===== src/rtl/core/assert_macros.svh =====
// ----------------------------------------------------------------------------
// Assertion macros
// Shared concurrent assertion forms used by the RTL in this folder.
// ----------------------------------------------------------------------------
`ifndef ASSERT_MACROS_SVH
`define ASSERT_MACROS_SVH

// Implication checked at every rising clock edge outside of reset.
`define ASSERT_CLK(label, clk, rst_n, prop, msg) \
    label: assert property (@(posedge clk) disable iff (!rst_n) prop) else $error(msg);

// Implication checked at every rising clock edge, reset included.
`define ASSERT_ALWAYS(label, clk, prop, msg) \
    label: assert property (@(posedge clk) prop) else $error(msg);

`endif


===== src/rtl/core/edfs_pkg.sv =====
// ----------------------------------------------------------------------------
// EDF slot scheduler package
// Sizes, configuration register indexes and sequencer states.
// ----------------------------------------------------------------------------
package edfs_pkg;

    localparam int TASKS     = 4;
    localparam int TIME_W    = 16;
    localparam int IDX_W     = $clog2(TASKS);
    localparam int CNT_W     = $clog2(TASKS + 1);
    localparam int NWORDS    = 4;
    localparam int WORD_W    = 32;
    localparam int CFG_IDX_W = 3;
    localparam int USE_W     = 3;

    localparam logic [CFG_IDX_W-1:0] CFG_TASKS_IN_USE = CFG_IDX_W'(0);
    localparam logic [CFG_IDX_W-1:0] CFG_WORD_FIRST   = CFG_IDX_W'(1);
    localparam logic [CFG_IDX_W-1:0] CFG_WORD_LAST    = CFG_IDX_W'(NWORDS);

    localparam logic [USE_W-1:0]  USE_RESET  = USE_W'(1);
    localparam logic [WORD_W-1:0] WORD_RESET = WORD_W'(32'h0001_0000);

    typedef enum logic [1:0] {
        ST_IDLE,
        ST_SCAN,
        ST_FINISH
    } edfs_state_t;

    typedef logic [TIME_W-1:0] time_t;
    typedef logic [IDX_W-1:0]  task_idx_t;

endpackage


===== src/rtl/core/edfs_req_if.sv =====
// ----------------------------------------------------------------------------
// EDF slot scheduler request channel
// One request per time slot, carrying the restart flag.
// ----------------------------------------------------------------------------
interface edfs_req_if;

    logic valid;
    logic ready;
    logic restart;

    modport source (output valid, output restart, input ready);
    modport sink (input valid, input restart, output ready);

endinterface


===== src/rtl/core/edfs_rsp_if.sv =====
// ----------------------------------------------------------------------------
// EDF slot scheduler response channel
// One response per slot: granted task, default flag and miss status.
// ----------------------------------------------------------------------------
interface edfs_rsp_if;

    logic       valid;
    logic       ready;
    logic [1:0] chosen_task;
    logic       by_default;
    logic       infeasible;
    logic [1:0] missed_task;

    modport source (output valid, output chosen_task, output by_default,
                    output infeasible, output missed_task, input ready);
    modport sink (input valid, input chosen_task, input by_default,
                  input infeasible, input missed_task, output ready);

endinterface


===== src/rtl/core/edf_slot_scheduler_unit.sv =====
// ----------------------------------------------------------------------------
// EDF slot scheduler unit
// Grants each time slot to a periodic task by earliest deadline first.
// ----------------------------------------------------------------------------
// Each request on req is one slot tick; restart clears all task state first.
// Each request yields exactly one response on rsp with the granted task, the
// default flag, the sticky infeasible flag and the lowest task that missed.
// Tasks are configured through cfg_we, cfg_index and cfg_data while idle:
// index 0 is the number of tasks in use, indexes 1 to 4 the task words.
// A request is taken only while the sequencer is idle. It then walks the
// task table one entry per cycle, releasing, checking for misses and
// comparing deadlines in a single shared compare unit, then finishes by
// loading the response register; a new request is taken only once the
// sequencer is back in idle, so one slot is through before the next starts.
// The response register holds its value while the receiver stalls; the
// sequencer waits in its finish step until the register is free.
// Reset clears all task state, the infeasible flag and the configuration
// to one task with period 1 and budget 0.
// ----------------------------------------------------------------------------
module edf_slot_scheduler_unit (
    input  logic                           clk,
    input  logic                           rst_n,
    edfs_req_if.sink                       req,
    edfs_rsp_if.source                     rsp,
    input  logic                           cfg_we,
    input  logic [edfs_pkg::CFG_IDX_W-1:0] cfg_index,
    input  logic [edfs_pkg::WORD_W-1:0]    cfg_data
);
    import edfs_pkg::*;
    `include "assert_macros.svh"

    edfs_state_t state_reg, state_next;

    logic [USE_W-1:0]  tasks_in_use_reg;
    logic [WORD_W-1:0] task_word_reg [NWORDS];

    time_t budget_left_reg [TASKS];
    time_t deadline_reg    [TASKS];
    logic  failed_reg;

    task_idx_t scan_idx_reg;
    logic      restart_reg;
    logic      any_miss_reg, any_miss_next;
    task_idx_t missed_reg, missed_next;
    logic      found_reg, found_next;
    task_idx_t best_reg, best_next;
    time_t     best_d_reg, best_d_next;
    time_t     best_b_reg, best_b_next;

    logic       rsp_valid_reg;
    logic [1:0] rsp_chosen_reg;
    logic       rsp_default_reg;
    logic       rsp_infeasible_reg;
    logic [1:0] rsp_missed_reg;

    logic req_fire;
    logic scan_last;
    logic load_out;

    logic [CNT_W-1:0]  n_eff;
    logic              active;
    logic [WORD_W-1:0] word;
    time_t             period;
    time_t             cfg_budget;
    time_t             b_cur;
    time_t             d_cur;
    logic              release_now;
    time_t             b_new;
    time_t             d_new;
    logic              better;

    assign req_fire  = req.valid && req.ready;
    assign scan_last = (scan_idx_reg == task_idx_t'(TASKS - 1));

    always_comb
    begin
        state_next = state_reg;
        case (state_reg)
            ST_IDLE:
            begin
                if (req.valid)
                begin
                    state_next = ST_SCAN;
                end
            end
            ST_SCAN:
            begin
                if (scan_last)
                begin
                    state_next = ST_FINISH;
                end
            end
            ST_FINISH:
            begin
                if (!rsp_valid_reg || rsp.ready)
                begin
                    state_next = ST_IDLE;
                end
            end
            default:
            begin
                state_next = ST_IDLE;
            end
        endcase
    end

    always_comb
    begin
        req.ready = 1'b0;
        load_out  = 1'b0;
        case (state_reg)
            ST_IDLE:   req.ready = 1'b1;
            ST_FINISH: load_out  = !rsp_valid_reg || rsp.ready;
            default:
            begin
                req.ready = 1'b0;
                load_out  = 1'b0;
            end
        endcase
    end

    // Shared per-task step: release, miss check and deadline compare.
    always_comb
    begin
        if (tasks_in_use_reg == USE_W'(0))
        begin
            n_eff = CNT_W'(1);
        end
        else if (tasks_in_use_reg > USE_W'(TASKS))
        begin
            n_eff = CNT_W'(TASKS);
        end
        else
        begin
            n_eff = CNT_W'(tasks_in_use_reg);
        end

        active     = CNT_W'(scan_idx_reg) < n_eff;
        word       = task_word_reg[scan_idx_reg];
        period     = (word[31:16] == 16'd0) ? TIME_W'(1) : word[31:16];
        cfg_budget = word[15:0];
        b_cur      = restart_reg ? '0 : budget_left_reg[scan_idx_reg];
        d_cur      = restart_reg ? '0 : deadline_reg[scan_idx_reg];

        release_now = (d_cur == '0);
        b_new       = release_now ? cfg_budget : b_cur;
        d_new       = release_now ? period : d_cur;
        better      = active && (b_new != '0) && (!found_reg || d_new < best_d_reg);

        any_miss_next = any_miss_reg;
        missed_next   = missed_reg;
        if (active && release_now && (b_cur != '0) && !any_miss_reg)
        begin
            any_miss_next = 1'b1;
            missed_next   = scan_idx_reg;
        end

        found_next  = found_reg;
        best_next   = best_reg;
        best_d_next = best_d_reg;
        best_b_next = best_b_reg;
        if (better)
        begin
            found_next  = 1'b1;
            best_next   = scan_idx_reg;
            best_d_next = d_new;
            best_b_next = b_new;
        end
    end

    always_ff @(posedge clk or negedge rst_n)
    begin
        if (!rst_n)
        begin
            state_reg        <= ST_IDLE;
            tasks_in_use_reg <= USE_RESET;
            for (int i = 0; i < NWORDS; i++)
            begin
                task_word_reg[i] <= WORD_RESET;
            end
            for (int i = 0; i < TASKS; i++)
            begin
                budget_left_reg[i] <= '0;
                deadline_reg[i]    <= '0;
            end
            failed_reg    <= 1'b0;
            scan_idx_reg  <= '0;
            restart_reg   <= 1'b0;
            any_miss_reg  <= 1'b0;
            missed_reg    <= '0;
            found_reg     <= 1'b0;
            best_reg      <= '0;
            rsp_valid_reg <= 1'b0;
        end
        else
        begin
            state_reg <= state_next;

            if (cfg_we)
            begin
                if (cfg_index == CFG_TASKS_IN_USE)
                begin
                    tasks_in_use_reg <= cfg_data[USE_W-1:0];
                end
                else if (cfg_index >= CFG_WORD_FIRST && cfg_index <= CFG_WORD_LAST)
                begin
                    task_word_reg[IDX_W'(cfg_index - CFG_WORD_FIRST)] <= cfg_data;
                end
            end

            if (req_fire)
            begin
                scan_idx_reg <= '0;
                restart_reg  <= req.restart;
                any_miss_reg <= 1'b0;
                missed_reg   <= '0;
                found_reg    <= 1'b0;
                best_reg     <= '0;
                if (req.restart)
                begin
                    failed_reg <= 1'b0;
                end
            end

            if (state_reg == ST_SCAN)
            begin
                scan_idx_reg <= scan_idx_reg + task_idx_t'(1);
                any_miss_reg <= any_miss_next;
                missed_reg   <= missed_next;
                found_reg    <= found_next;
                best_reg     <= best_next;
                if (active)
                begin
                    budget_left_reg[scan_idx_reg] <= b_new;
                    deadline_reg[scan_idx_reg]    <= d_new - TIME_W'(1);
                end
                else
                begin
                    budget_left_reg[scan_idx_reg] <= '0;
                    deadline_reg[scan_idx_reg]    <= '0;
                end
            end

            if (load_out)
            begin
                if (found_reg)
                begin
                    budget_left_reg[best_reg] <= best_b_reg - TIME_W'(1);
                end
                failed_reg    <= failed_reg || any_miss_reg;
                rsp_valid_reg <= 1'b1;
            end
            else if (rsp.ready)
            begin
                rsp_valid_reg <= 1'b0;
            end
        end
    end

    always_ff @(posedge clk)
    begin
        if (state_reg == ST_SCAN)
        begin
            best_d_reg <= best_d_next;
            best_b_reg <= best_b_next;
        end
        if (load_out)
        begin
            rsp_chosen_reg     <= found_reg ? 2'(best_reg) : 2'd0;
            rsp_default_reg    <= !found_reg;
            rsp_infeasible_reg <= failed_reg || any_miss_reg;
            rsp_missed_reg     <= 2'(missed_reg);
        end
    end

    assign rsp.valid       = rsp_valid_reg;
    assign rsp.chosen_task = rsp_chosen_reg;
    assign rsp.by_default  = rsp_default_reg;
    assign rsp.infeasible  = rsp_infeasible_reg;
    assign rsp.missed_task = rsp_missed_reg;

    `ASSERT_CLK(a_accept_starts_scan, clk, rst_n, req_fire |=> (state_reg == ST_SCAN && scan_idx_reg == '0), "accepted request did not start a scan")
    `ASSERT_CLK(a_default_is_task0, clk, rst_n, (rsp.valid && rsp.by_default) |-> (rsp.chosen_task == 2'd0), "default grant not given to task 0")
    `ASSERT_CLK(a_miss_sets_flag, clk, rst_n, (rsp.valid && rsp.missed_task != 2'd0) |-> rsp.infeasible, "miss reported without infeasible flag")

endmodule


===== src/flat_wrapper.sv =====
// flat-port wrapper written by rule: the top's interface ports become plain ports
module edf_slot_scheduler_unit_flat import edfs_pkg::*;
  (clk, rst_n, cfg_we, cfg_index, cfg_data, req_valid, req_restart, req_ready, rsp_valid, rsp_chosen_task, rsp_by_default, rsp_infeasible, rsp_missed_task, rsp_ready);
  edfs_req_if req_i ();
  edfs_rsp_if rsp_i ();
  input  logic clk;
  input  logic rst_n;
  input  logic cfg_we;
  input  logic [edfs_pkg::CFG_IDX_W-1:0] cfg_index;
  input  logic [edfs_pkg::WORD_W-1:0] cfg_data;
  input wire logic [$bits(req_i.valid)-1:0] req_valid;
  input wire logic [$bits(req_i.restart)-1:0] req_restart;
  output wire logic [$bits(req_i.ready)-1:0] req_ready;
  output wire logic [$bits(rsp_i.valid)-1:0] rsp_valid;
  output wire logic [$bits(rsp_i.chosen_task)-1:0] rsp_chosen_task;
  output wire logic [$bits(rsp_i.by_default)-1:0] rsp_by_default;
  output wire logic [$bits(rsp_i.infeasible)-1:0] rsp_infeasible;
  output wire logic [$bits(rsp_i.missed_task)-1:0] rsp_missed_task;
  input wire logic [$bits(rsp_i.ready)-1:0] rsp_ready;
  assign req_i.valid = req_valid;
  assign req_i.restart = req_restart;
  assign req_ready = req_i.ready;
  assign rsp_valid = rsp_i.valid;
  assign rsp_chosen_task = rsp_i.chosen_task;
  assign rsp_by_default = rsp_i.by_default;
  assign rsp_infeasible = rsp_i.infeasible;
  assign rsp_missed_task = rsp_i.missed_task;
  assign rsp_i.ready = rsp_ready;
  edf_slot_scheduler_unit u_core (.clk(clk), .rst_n(rst_n), .req(req_i), .rsp(rsp_i), .cfg_we(cfg_we), .cfg_index(cfg_index), .cfg_data(cfg_data));
endmodule

===== config.mk =====
export PLATFORM = sky130hd
export DESIGN_NAME = edf_slot_scheduler_unit_flat
export DESIGN_NICKNAME = d
export VERILOG_FILES = /design/src/rtl/core/edfs_pkg.sv /design/src/rtl/core/edfs_req_if.sv /design/src/rtl/core/edfs_rsp_if.sv /design/src/rtl/core/edf_slot_scheduler_unit.sv /design/src/flat_wrapper.sv
export VERILOG_INCLUDE_DIRS = /design/src /design/src/rtl/core
export SDC_FILE = /design/constraint.sdc
export NUM_CORES = 1
export LEC_CHECK = 0
export BUFFER_PORTS_ARGS = -buffer_cell sky130_fd_sc_hd__clkbuf_2
export CORE_MARGIN = 2
export CORE_UTILIZATION = 65
export DETAILED_ROUTE_END_ITERATION = 12
export PLACE_DENSITY = 0.93
export SYNTH_ARGS = -nofsm -noshare
export SYNTH_HDL_FRONTEND = slang
export SYNTH_SLANG_ARGS = --single-unit

===== constraint.sdc =====
create_clock -name clk -period 15 [get_ports clk]
set_input_delay 0 -clock clk [delete_from_list [all_inputs] [get_ports clk]]
set_output_delay 0 -clock clk [all_outputs]
set_load 0.02 [all_outputs]

# [Word-level counts from Yosys, hierarchy flattened]
# Index checks and enable logic that the tools add are counted.
[classes] magnitude_cmp=11 add_sub_neg=4 n_reduce_logical=34 eq_ne=8 mux=53 n_bitwise=7
[ops] op="$mux 64" n=5
[ops] op="$bwmux 64" n=3
[ops] op="$mux 16" n=11
[ops] op="$and 64x64->64" n=2
[ops] op="$bwmux 128" n=1
[ops] op="$mux 32" n=3
[ops] op="$bmux 16 s2" n=2
[ops] op="$bmux 32 s2" n=1
[ops] op="$demux 16 s2" n=2
[ops] op="$demux 32 s2" n=1
[ops] op="$not 64->64" n=1
[ops] op="$logic_not 16->1" n=2
[ops] op="$reduce_bool 16->1" n=2
[ops] op="$sub 16x1->16 const B" n=2
[ops] op="$mux 2" n=9
[ops] op="$lt 16x16->1" n=1
[ops] op="$mux 1" n=12
[ops] op="$logic_and 1x1->1" n=10
[ops] op="$reduce_and 2->1" n=5
[ops] op="$ge 3x3->1 const B" n=3
[ops] op="$lt 3x1->1 const B" n=3
[ops] op="$not 2->3" n=3
[ops] op="$ne 2x1->1 const B" n=4
[ops] op="$reduce_bool 2->1" n=4
[ops] op="other kinds (17)" n=25
[word_totals] word_cells=145 inputBits=41 reg_bits=310

# [Logic depth before layout (Yosys ltp)]
# Gate-level depths: netlist of run 1.
[logic_depth] word_depth=13 ltp_mapped=20 ltp_nobuf=15

# [Least setup slack after synthesis of run 1]
# OpenSTA, ideal clock, no wires.
[synth_path] path_type="register to register" start="reg u_core.scan_idx_reg[0]" end="reg u_core.best_b_reg[0], enable pin" stages_incl_launch_ff=18 setup_slack_ns=9.452 n_path_buf=4 setup_ns=0.425 required_ns=14.575 arrival_time_ns=5.123 cell_sequence="dfrtp_1 buf_6 buf_6 mux4_2 nor4_1 and4_1 a21o_1 buf_2 buf_2 a22o_1 ha_1 a21o_1 a21o_1 a21oi_1 o22ai_1 nor4_1 o311ai_1 o32ai_2"
[synth_via] elab_chain_len=11 word_cells_on_any_way=24
[synth_rtl] element="start: declaration" line="edf_slot_scheduler_unit.sv:41" text="task_idx_t scan_idx_reg;"
[synth_rtl] element="start signal: assignment" line="edf_slot_scheduler_unit.sv:227" text="scan_idx_reg <= scan_idx_reg + task_idx_t'(1);"
[synth_rtl] element="$not 2->3 (implied by the code) *" line="edf_slot_scheduler_unit.sv:139, edf_slot_scheduler_unit.sv:143"
[synth_rtl] element="$bmux 32 s2 or $bmux 16 s2 (tied branches)" line="edf_slot_scheduler_unit.sv:139, edf_slot_scheduler_unit.sv:143"
[synth_rtl] element="$mux 32 (implied by the code) or $mux 16 (tied branches) (2 in series)" line="edf_slot_scheduler_unit.sv:139, edf_slot_scheduler_unit.sv:143"
[synth_rtl] element="$logic_not 16->1 or $mux 16 (tied branches)" line="edf_slot_scheduler_unit.sv:140, edf_slot_scheduler_unit.sv:143"
[synth_rtl] element="$mux 16 or $logic_not 16->1 (tied branches)" line="edf_slot_scheduler_unit.sv:140, edf_slot_scheduler_unit.sv:145"
[synth_rtl] element="$mux 16 *" line="edf_slot_scheduler_unit.sv:147" text="d_new = release_now ? period : d_cur;"
[synth_rtl] element="net u_core.d_new[9]" line="edf_slot_scheduler_unit.sv:69" text="time_t d_new;"
[synth_rtl] element="$lt 16x16->1 *" line="edf_slot_scheduler_unit.sv:148" text="better = active && (b_new != '0) && (!found_reg || d_new < best_d_reg);"
[synth_rtl] element="$logic_or 1x1->1 *" line="edf_slot_scheduler_unit.sv:148"
[synth_rtl] element="$logic_and 1x1->1 *" line="edf_slot_scheduler_unit.sv:148"
[synth_rtl] element="$reduce_and 2->1 (no source line) *"
[synth_rtl] element="end signal: assignment" line="edf_slot_scheduler_unit.sv:265" text="best_b_reg <= best_b_next;"
[synth_rtl] element="end: declaration" line="edf_slot_scheduler_unit.sv:48" text="time_t best_b_reg, best_b_next;"
# The timed path passes the listed nets; every way through them passes the cells marked *. The select of a mux whose other input is x is not followed.
# A chain may end at the register's enable or synchronous reset.

# [Final worst setup path of run 1]
[layout_path] start="reg u_core.scan_idx_reg[0]" end="reg u_core.best_reg[0]"
[layout_via] elab_chain_len=12 word_cells_on_any_way=27
[layout_rtl] element="$not 2->3 (implied by the code) *" line="edf_slot_scheduler_unit.sv:139, edf_slot_scheduler_unit.sv:143"
[layout_rtl] element="$bmux 32 s2 or $bmux 16 s2 (tied branches)" line="edf_slot_scheduler_unit.sv:139, edf_slot_scheduler_unit.sv:143"
[layout_rtl] element="$mux 32 (implied by the code) or $mux 16 (tied branches) (2 in series)" line="edf_slot_scheduler_unit.sv:139, edf_slot_scheduler_unit.sv:143"
[layout_rtl] element="$logic_not 16->1 or $mux 16 (tied branches)" line="edf_slot_scheduler_unit.sv:140, edf_slot_scheduler_unit.sv:143"
[layout_rtl] element="$mux 16 or $logic_not 16->1 (tied branches)" line="edf_slot_scheduler_unit.sv:140, edf_slot_scheduler_unit.sv:145"
[layout_rtl] element="$mux 16 *" line="edf_slot_scheduler_unit.sv:147"
[layout_rtl] element="net u_core.d_new[13]" line="edf_slot_scheduler_unit.sv:69"
[layout_rtl] element="$lt 16x16->1 *" line="edf_slot_scheduler_unit.sv:148"
[layout_rtl] element="$logic_or 1x1->1 *" line="edf_slot_scheduler_unit.sv:148"
[layout_rtl] element="$logic_and 1x1->1 *" line="edf_slot_scheduler_unit.sv:148"
[layout_rtl] element="$ne 2x1->1 (no source line) *"
[layout_rtl] element="$reduce_and 2->1 (no source line) *"
[layout_rtl] element="end signal: assignment" line="edf_slot_scheduler_unit.sv:231" text="best_reg <= best_next;"
[layout_rtl] element="end: declaration" line="edf_slot_scheduler_unit.sv:46" text="task_idx_t best_reg, best_next;"
# Marks and branches as above.

==> metrics.md, run 1 <==
| Metric | Value |
|---|---|
| Global-route wire length before repair | 66600 µm |
| Distinct cells, synth | 63 |
| Largest net degree at the start of global routing | 116 |
| Slew headroom | 18.9% |
| Compound-cell area share of the yosys netlist | 9.46% |
| Post-CTS sizing | 0 |
| Clock slew at the register clock pins of the worst setup and hold paths | 0.07 ns |
| Clock root buffer | clkbuf_16 |
| Synthesized net count | 1312 |
| Outcome | finished clean |
| Startpoint types | register |
| Worst-Margin Slew | 1.21 ns |
| IO Port Bufs | 48 |
| Detailed placement HPWL | 23100 µm |
| Setup TNS | 0 ns |
| Initial antenna violation count | 0 |
| Die span in y | 156 µm |
| Leading cell type in the layout, fill and taps excluded | dfrtp_1 |
| Largest register FFs | 128 |
| Area occupied by multi-input gates | 6660 µm² |
| Worst Path Max Fanout | 45 |
| Main combinational cell family by area after synthesis | multiplexers |
| Row count | 55 |
| Hold_ws | 0.0329 ns |
| Die footprint | 24500 µm² |
| WL final | 41700 µm |
| Clock Tree Buf Depth | 3 |
| Share of the synthesized area in the top cell type | 44.2% |
| Syn avg cell area | 12.1 µm² |
| Ys flop type | dfrtp_1 |
| Pins Over Slew Limit | 0 |
| Clk_skew | 0.0124 ns |
| # diodes | 0 |
| 1st-pass router iterations | 6 |
| Initial Util | 66.5% |
| Post-Synthesis Cells | 1250 |
| I/O pin count | 49 |
| Fmax | 152 MHz |
| Largest area contributor in the netlist | dfrtp_1 |
| CP Data Arrival Time | 7.03 ns |
| Post-route core utilization | 74.6% |
| Layout cells sized above 1 | 25.0% |
| TritonCTS clock tree | built |
| Routability Congestion | 0.902 |
| Gr usage total | 35.5% |
| Hold Vio Cnt, Final | 0 |
| Static leakage | 7.46 nW |
| Worst setup EP type | register |
| Post-synthesis simple-gate area fraction | 9.30% |
| Final setup fails | 0 |
| Unrepaired setup endpoints after global routing | no |
| Die W | 156 µm |
| Maxcap violations | 0 |
| Layout net count | 1370 |
| Worst r2r src | u_core.scan_idx_reg[0]$_DFFE_PN0P_ |
| Sequential-to-total area share from yosys stat | 52.7% |
| Yosys warnings | 0 |
| Initial DRC Count | 1641 |
| FF+latch count, synth | 310 |
| Tot Pwr | 4.11 mW |
| Clk Latency, worst-skew pair | 0.56 ns |
| Worst min-delay path class | in -> reg |
| Fill cells | 1246 |
| Post-route clock period utilization | 43.8% |
| Crit Path Category | reg -> reg |
| Total gr overflow | 0 |
| Mux cell area share after synthesis | 21.9% |
| Core Region | 22700 µm² |
| Cell Pwr Density | 243 nW/µm² |
| Vias in the first global route | 11760 |
| DRC | 0 |
| Area Overhead vs Synth | 12.1% |
| Adder-cell share of the synthesized area | 1.74% |
| Via count | 11541 |
| Most frequent cells in the layout | dfrtp_1, mux2_2, a21oi_1 |
| Mapped cell area | 15100 µm² |
| Post-synth EDFFs | 38 |
| Post-route ant nets | 0 |
| CTS Buf Count | 31 |
| Crit path from | u_core.scan_idx_reg[0]$_DFFE_PN0P_ |
| Hold Path Origin | cfg_index[0] |
| Htree depth | 1 |
| Ys async rst share | 87.7% |
| Clock sink count | 310 |
| Via/cell ratio | 7.14 |
| Wire per inst | 25.8 µm |
| Worst Slack Setup Final | 8.43 ns |
| VDD IR max | 0.000190 V |
| CP Data Required Time | 15.46 ns |
| Synth Area in XOR/XNOR | 1.39% |
| Period minus WS final | 6.57 ns |
| Register area | 7960 µm² |
| Area contributors post-synth | dfrtp_1, mux2_2, mux4_2 |
| Placement Setup Slack | 8.52 ns |
-- Yosys cell counts (all sizes together), types with 8 or more instances --
library cell,n
nand3,12
mux2,131
nor4,13
inv,47
a22o,26
edfxtp,38
o21ai,48
mux2i,39
a21o,8
nand2,90
dfrtp,267
a21oi,121
nor2,72
nor3,76
ha,21
clkbuf,57
o31ai,13
buf,22
xnor2,14
xor2,10
mux4,64
-- stage by stage --
step           area [µm²]  cells
4_1_cts             16900   1617
5_1_grt             16900   1617
2_1_floorplan       15100   1250
3_3_place_gp        15500   1521
3_5_place_dp        15500   1521
6_report            16900   1617
-- path summary, 6_finish.rpt --
check,end,slack (ns),depth (start not counted)
setup / recovery,u_core.best_reg[0]$_DFFE_PN0P_,8.43,17
hold / removal,u_core.tasks_in_use_reg[1]$_DFFE_PN0P_,0.03,3
setup reg to reg,u_core.best_reg[0]$_DFFE_PN0P_,8.43,17
hold reg to reg,u_core.rsp.missed_task[0]$_DFFE_PP_,0.46,0
max in group asynchronous,u_core.budget_left_reg[35]$_DFF_PN0_,13.34,3
min in group asynchronous,u_core.task_word_reg[84]$_DFFE_PN0P_,0.09,2
-- critical path: stages (launching register included) --
cell      delay [ns]
dfrtp_4         0.73
buf_4           0.80
mux4_2          0.66
nor3_1          0.23
and4_1          0.27
a21o_1          0.35
buf_4           0.46
a22o_1          0.27
ha_1            0.26
a21o_1          0.16
a21o_1          0.17
a21oi_1         0.16
o22ai_1         0.12
nor4_1          0.26
o311ai_1        0.21
o32ai_4         0.57
buf_4           0.45
mux2i_1         0.28
-- where the power goes --
| group | internal (mW) | switching, mW | leakage, nW | total (mW) |
|---|---|---|---|---|
| Clock | 0.446 | 0.331 | 0.502 | 0.777 |
| Sequential | 1.19 | 0.215 | 3.78 | 1.41 |
| Combinational | 0.715 | 1.21 | 3.18 | 1.92 |
| Total | 2.35 | 1.75 | 7.46 | 4.11 |
-- area by class of cell --
cell class / instances / area share [%]
flip-flops and latches: 310 / 47.0
repair buffers: 104 / 4.54
multi-input cells: 814 / 39.3
clock inverters: 7 / 0.377
well taps: 285 / 2.11
inverters: 47 / 1.04
clock buffers: 50 / 5.59
-- per-layer routing --
layer	global-route usage [%]	up-vias	routed length [µm]
li1	-	4683	-
met1	47.5	5686	15400
met2	55.9	917	19700
met3	7.86	255	4420
met4	17.0	0	2300
met5	0	-	0
-- cells by family (layout without fill, tap and decap cells) --
family,after synthesis,after routing
and+or+nand+nor,298,298
muxes,234,234
adders and majority gates,21,21
DFF,310,310
buffers and inverters,126,208
xor gates and xnor gates,24,24
AOI/OAI and AO/OA,237,237
-- what timing repair did --
action | CTS | global route
hold endpoints to repair | 257 | 0
buffers inserted | 0 | 0
hold buffers | 39 | 0
Note: power is estimated with default switching activity, not from simulation.
==> inputs of run 2 (changes only) <==
Settings changed: ABC_AREA set to 1, CORE_UTILIZATION 65 to 56, PLACE_DENSITY 0.93 to 0.86.
Clock period 15 ns to 5.9 ns, I/O delays scaled along.
==> run 2 against run 1 <==
Against the previous run:
- register-to-register slack got worse by 7.5 ns
- highest routed layer unchanged
- sequential cell count unchanged
- sequential share of layout area decreased by 0.93 points
- total power rose to 2.6 times the previous value
- critical endpoint is now u_core.best_b_reg[5]$_DFFE_PP_
- first-iteration DRC count increased by 11%
- non-clock buffer count up 6
- sequential power up 140%
==> metrics.md, run 2 <==
| Metric | Value |
|---|---|
| Startpoint types | register |
| Ys async rst share | 87.7% |
| Post-route ant nets | 0 |
| Maxcap violations | 0 |
| Routability Congestion | 0.943 |
| Total gr overflow | 0 |
| Synthesized net count | 1897 |
| Count leader, synth | nand2_1 |
| Post-synth EDFFs | 38 |
| Htree depth | 2 |
| CP Data Required Time | 6.05 ns |
| Clock sink count | 310 |
| Cell Pwr Density | 619 nW/µm² |
| Yosys warnings | 0 |
| Sequential-to-total area share from yosys stat | 51.9% |
| TritonCTS clock tree | built |
| Post-route clock period utilization | 84.5% |
| Largest net degree at the start of global routing | 137 |
| IO Port Bufs | 48 |
| Share of the synthesized area in the top cell type | 43.6% |
| Gr usage total | 28.8% |
| Dpl cell area | 15700 µm² |
| Post-Synthesis Cells | 1835 |
| Unrepaired setup endpoints after global routing | no |
| 1st-pass router iterations | 8 |
| Wire per inst | 18.1 µm |
| Via count | 13701 |
| Fin area | 17300 µm² |
| Switching share of total power | 44.8% |
| Initial antenna violation count | 0 |
| CP Data Arrival Time | 5.13 ns |
| Core Region | 26900 µm² |
| Layout cells sized above 1 | 9.41% |
| Row count | 60 |
| Area contributors post-synth | dfrtp_1, nand2_1, edfxtp_1 |
| Largest area contributor in the netlist | dfrtp_1 |
| Fill cells | 2083 |
| # diodes | 0 |
| Die span in y | 169 µm |
| Outcome | finished clean |
| FF-to-FF End | u_core.best_b_reg[5]$_DFFE_PP_ |
| Clk_skew | 0.0211 ns |
| Mapped cell area | 15300 µm² |
| DRC | 0 |
| Worst r2r src | u_core.scan_idx_reg[0]$_DFFE_PN0P_ |
| Clock Tree Buf Depth | 3 |
| Clock root buffer | clkbuf_16 |
| Psw | 4.79 mW |
| Finished Layout Cells | 2243 |
| Via/cell ratio | 6.11 |
| VDD IR max | 0.000322 V |
| Static leakage | 8.54 nW |
| Clock power frac | 20.8% |
| Distinct cells, synth | 48 |
| Synth cell count leaders | nand2_1, dfrtp_1, o21ai_0, inv_1, nor2_1 |
| Cell depth of the worst flop-to-flop path | 20 |
| Fmax | 201 MHz |
| Worst min-delay path class | in -> async |
| Post-CTS Repair Setup Buffers | 0 |
| Vias in the first global route | 13400 |
| Worst-Margin Slew | 1.03 ns |
| Die W | 169 µm |
| I/O pin count | 49 |
| Initial Util | 57.0% |
| Clk Latency, worst-skew pair | 0.52 ns |
| FF+latch count, synth | 310 |
| Most frequent cells in the layout | nand2_1, dfrtp_1, o21ai_0 |
| Reg2reg setup slack | 0.91 ns |
| Tot Pwr | 10.7 mW |
| Syn avg cell area | 8.35 µm² |
| Period minus WS final | 4.99 ns |
| CTS Buf Count | 34 |
| Die footprint | 28700 µm² |
| Clock slew at the register clock pins of the worst setup and hold paths | 0.06 ns |
| Ys flop type | dfrtp_1 |
| Pins Over Slew Limit | 0 |
| Worst setup EP type | register |
| Int Power | 5.90 mW |
| Final setup fails | 0 |
| Placed cell count | 2142 |
| Sequential Power Share | 31.3% |
| Layout net count | 1939 |
| Hold Vio Cnt, Final | 0 |
| Leading cell type in the layout, fill and taps excluded | nand2_1 |
| Detailed placement HPWL | 24200 µm |
| Global-route wire length before repair | 67100 µm |
| Initial DRC Count | 1825 |
| Worst Path Max Fanout | 75 |
| Largest register FFs | 128 |
| Combinational share of power | 47.9% |
| Slew headroom | 31.3% |
| Crit Path Category | reg -> reg |
| WL final | 40700 µm |
| Setup TNS | 0 ns |
| Area Overhead vs Synth | 12.7% |
-- run 2: cell count changes in the layout (fill, tap and decap cells not counted), sizes merged, moves of 26 or more --
cell / before / now
a21oi: 121 / 73
a22o: 26 / 0
a22oi: 3 / 64
inv: 47 / 180
mux2: 131 / 0
mux2i: 39 / 0
mux4: 64 / 0
nand2: 90 / 503
nand3: 12 / 81
nor2: 72 / 131
nor3: 76 / 6
o21ai: 48 / 217
o22ai: 2 / 82
-- run 2: worst max-delay path by stage --
stage,from,endpoint,slack (ns)
6_report,u_core.scan_idx_reg[0]$_DFFE_PN0P_,u_core.best_b_reg[5]$_DFFE_PP_,0.91
5_1_grt,u_core.scan_idx_reg[0]$_DFFE_PN0P_,u_core.best_b_reg[3]$_DFFE_PP_,0.61
4_1_cts,u_core.scan_idx_reg[0]$_DFFE_PN0P_,u_core.best_b_reg[5]$_DFFE_PP_,1.07
3_5_place_dp,u_core.scan_idx_reg[0]$_DFFE_PN0P_,u_core.best_d_reg[2]$_DFFE_PP_,1.22
3_3_place_gp,u_core.scan_idx_reg[0]$_DFFE_PN0P_,u_core.best_d_reg[2]$_DFFE_PP_,1.42
2_1_floorplan,u_core.scan_idx_reg[0]$_DFFE_PN0P_,u_core.best_b_reg[0]$_DFFE_PP_,2.07
-- run 2: critical path, stage by stage (launching register included) --
cell and delay [ns]:
dfrtp_4 0.69, inv_4 0.65, nand2_1 0.19, nand3_1 0.14, nand2_1 0.06, nand2_1 0.12, nand2_1 0.10, nor2_2 0.14
nand2_4 0.09, inv_2 0.08, nand2_4 0.22, o21ai_1 0.49, ha_1 0.34, nand4_1 0.12, a31oi_1 0.05, a2111oi_0 0.28
nand2_1 0.13, nand2_1 0.09, nand2_2 0.11, inv_1 0.07, buf_4 0.39
-- run 2: power by group through the flow --
stage,combinational (mW),sequential (mW),clock (mW)
2_1_floorplan,3.73,3.23,0
3_3_place_gp,4.68,3.32,0
3_5_place_dp,4.86,3.35,0
4_1_cts,4.97,3.33,2.24
5_1_grt,5.60,3.41,2.32
6_report,5.13,3.35,2.22
-- run 2: what timing repair did --
item                                   CTS  global route
gates resized for setup                  0             0
hold buffers                            40             0
endpoints found under the hold margin  265             0
-- run 2: per-stage QoR --
step / worst slack [ns] / hold slack, ns / util, %
3_3_place_gp: 1.42 / 0.175 / 58.4
3_5_place_dp: 1.22 / 0.188 / 58.4
4_1_cts: 1.07 / 0.248 / 64.3
2_1_floorplan: 2.07 / -0.296 / -
5_1_grt: 0.611 / 0.283 / 64.3
6_report: 0.915 / 0.179 / 64.3
-- run 2: area by class of cell --
cell class,count,area (µm²),area share [%]
clock buffers,51,1060,6.12
repair buffers,110,816,4.72
inverters,181,682,3.95
flip-flops and latches,310,7960,46.1
clock inverters,10,130,0.753
well taps,341,427,2.47
multi-input cells,1240,6200,35.9
-- run 2: cell families after synthesis --
| group | Yosys count | share of synthesized area, % |
|---|---|---|
| flops | 310 | 51.9 |
| buf+inv | 285 | 7.71 |
| simple gates | 741 | 19.9 |
| fa+ha+maj | 21 | 1.71 |
| xor+xnor | 25 | 1.63 |
| compound gates | 453 | 17.1 |
-- run 2: per-layer routing --
metal,vias to the layer above,wire length [µm],track usage [%]
li1,6177,-,-
met1,6550,16700,40.3
met2,858,18900,45.6
met3,116,4060,5.20
met4,0,1060,10.1
met5,-,0,0
==> inputs of run 3 (changes only) <==
Clock period 5.9 ns to 4.2 ns, I/O delays scaled along.
==> run 3 against run 2 <==
Against the previous run:
- register-to-register slack worse by 0.74 ns
- sequential share of layout area is 0.11 points lower
- highest routed layer unchanged
- largest power group unchanged
- cell area is 0.25% higher
- sequential cell count stayed put
- core utilization is 0.16 points higher
- die area stayed put
==> metrics.md, run 3 (synthesized netlist as in run 2, its figures left out) <==
| Metric | Value |
|---|---|
| Post-route ant nets | 0 |
| Switching share of total power | 44.7% |
| Sequential Power Share | 31.4% |
| Initial DRC Count | 1585 |
| Via count | 13528 |
| Finished Layout Cells | 2254 |
| Clock root buffer | clkbuf_16 |
| Cell depth of the worst flop-to-flop path | 22 |
| Via/cell ratio | 6.00 |
| Unrepaired setup endpoints after global routing | no |
| Leading cell type in the layout, fill and taps excluded | nand2_1 |
| Area Overhead vs Synth | 13.0% |
| Clk Latency, worst-skew pair | 0.59 ns |
| Static leakage | 8.56 nW |
| Startpoint types | register |
| Int Power | 8.20 mW |
| Layout cells sized above 1 | 9.67% |
| CTS Buf Count | 31 |
| Post-route clock period utilization | 95.9% |
| Combinational share of power | 49.0% |
| Hold Vio Cnt, Final | 0 |
| Worst Path Max Fanout | 34 |
| Core Region | 26900 µm² |
| Clock slew at the register clock pins of the worst setup and hold paths | 0.06 ns |
| Global-route wire length before repair | 64400 µm |
| Largest net degree at the start of global routing | 111 |
| Initial Util | 57.0% |
| Outcome | finished clean |
| CP Data Arrival Time | 4.28 ns |
| Gr usage total | 27.5% |
| Slew headroom | 39.9% |
| Placed cell count | 2154 |
| 1st-pass router iterations | 6 |
| Worst setup EP type | register |
| CP Data Required Time | 4.45 ns |
| Wire per inst | 17.4 µm |
| Row count | 60 |
| Detailed placement HPWL | 24400 µm |
| Initial antenna violation count | 0 |
| Psw | 6.63 mW |
| Fmax | 248 MHz |
| Crit Path Category | reg -> reg |
| VDD IR max | 0.000468 V |
| Total gr overflow | 0 |
| Worst min-delay path class | in -> async |
| Routability Congestion | 0.928 |
| Clock sink count | 310 |
| IO Port Bufs | 48 |
| Die footprint | 28700 µm² |
| Die W | 169 µm |
| Clock power frac | 19.6% |
| TritonCTS clock tree | built |
| Largest register FFs | 128 |
| # diodes | 0 |
| Die span in y | 169 µm |
| Final setup fails | 0 |
| Maxcap violations | 0 |
| WL final | 39200 µm |
| Worst-Margin Slew | 0.899 ns |
| Setup TNS | 0 ns |
| Tot Pwr | 14.8 mW |
| Layout net count | 1951 |
| Clock Tree Buf Depth | 3 |
| DRC | 0 |
| Pins Over Slew Limit | 0 |
| Post-route core utilization | 64.4% |
| I/O pin count | 49 |
| Htree depth | 1 |
| Cell Pwr Density | 857 nW/µm² |
| Most frequent cells in the layout | nand2_1, dfrtp_1, o21ai_0 |
| Vias in the first global route | 12882 |
| Period minus WS final | 4.03 ns |
| Clk_skew | 0.0306 ns |
| Hold_ws | 0.0205 ns |
-- run 3: changes by cell type in the layout (fill, tap and decap cells not counted), sizes merged, moves of 2 or more --
| cell | change |
|---|---|
| buf | +14 |
| bufinv | +2 |
| clkbuf | -10 |
| clkinv | +4 |
-- run 3: layer usage --
layer,routed length [µm],part of all wire [%],vias up,track usage [%]
met4,938,2.4,0,10.2
met3,4040,10,102,4.90
li1,-,-,6201,-
met1,16200,41,6472,39.1
met2,18100,46,753,42.5
met5,0,0,-,0
-- run 3: stage by stage --
step	setup WS, ns	instance area, µm²
2_1_floorplan	0.366	15300
5_1_grt	0.0237	17300
4_1_cts	0.0788	17300
6_report	0.170	17300
3_3_place_gp	0.405	15800
3_5_place_dp	0.247	15800
-- run 3: worst paths after layout --
path | from | endpoint | slack [ns]
min in group clk | cfg_data[16] | u_core.task_word_reg[48]$_DFFE_PN1P_ | 0.26
max reg2reg | u_core.scan_idx_reg[0]$_DFFE_PN0P_ | u_core.best_b_reg[6]$_DFFE_PP_ | 0.17
min | rst_n | u_core.task_word_reg[26]$_DFFE_PN0P_ | 0.02
max in group asynchronous | rst_n | u_core.budget_left_reg[6]$_DFF_PN0_ | 3.09
max | u_core.scan_idx_reg[0]$_DFFE_PN0P_ | u_core.best_b_reg[6]$_DFFE_PP_ | 0.17
min reg2reg | u_core.missed_reg[0]$_DFFE_PN0P_ | u_core.rsp.missed_task[0]$_DFFE_PP_ | 0.47
-- run 3: what timing repair did --
action / CTS / global route
gates resized for setup: 0 / 3
hold buffers: 41 / 0
setup buffers: 0 / 1
endpoints found under the hold margin: 244 / 0
endpoints found under the setup margin: 0 / 32
-- run 3: final cells by class --
class / count / area, µm²
Fill cell: 2102 / 9560
Timing Repair Buffer: 125 / 967
Clock inverter: 16 / 213
Tap cell: 341 / 427
Multi-Input combinational cell: 1240 / 6210
Sequential cell: 310 / 7960
Inverter: 181 / 684
Clock buffer: 41 / 855
-- run 3: power by group through the flow --
stage | combinational (mW) | clock, mW | sequential [mW]
floorplan | 5.23 | 0 | 4.54
CTS | 7.02 | 2.93 | 4.66
global route | 7.94 | 3.06 | 4.75
finish | 7.27 | 2.90 | 4.66
global placement | 6.66 | 0 | 4.65
detailed placement | 6.89 | 0 | 4.70
-- run 3: worst max-delay path: stages, from the launching register on --
cell and delay, ns:
dfrtp_4 0.59, inv_6 0.24, nand2_1 0.09, nand3_1 0.08, nand2_1 0.06, nand2_1 0.14
nand2_1 0.09, nor2_2 0.13, nand2_4 0.09, inv_2 0.07, nand2_4 0.14, o21ai_1 0.38
ha_1 0.33, a21oi_1 0.21, nor2_1 0.07, a211oi_1 0.22, nand2_1 0.10, nand2_1 0.08
nand2_1 0.06, nand2_1 0.09, nand2_2 0.09, inv_1 0.10, buf_4 0.24
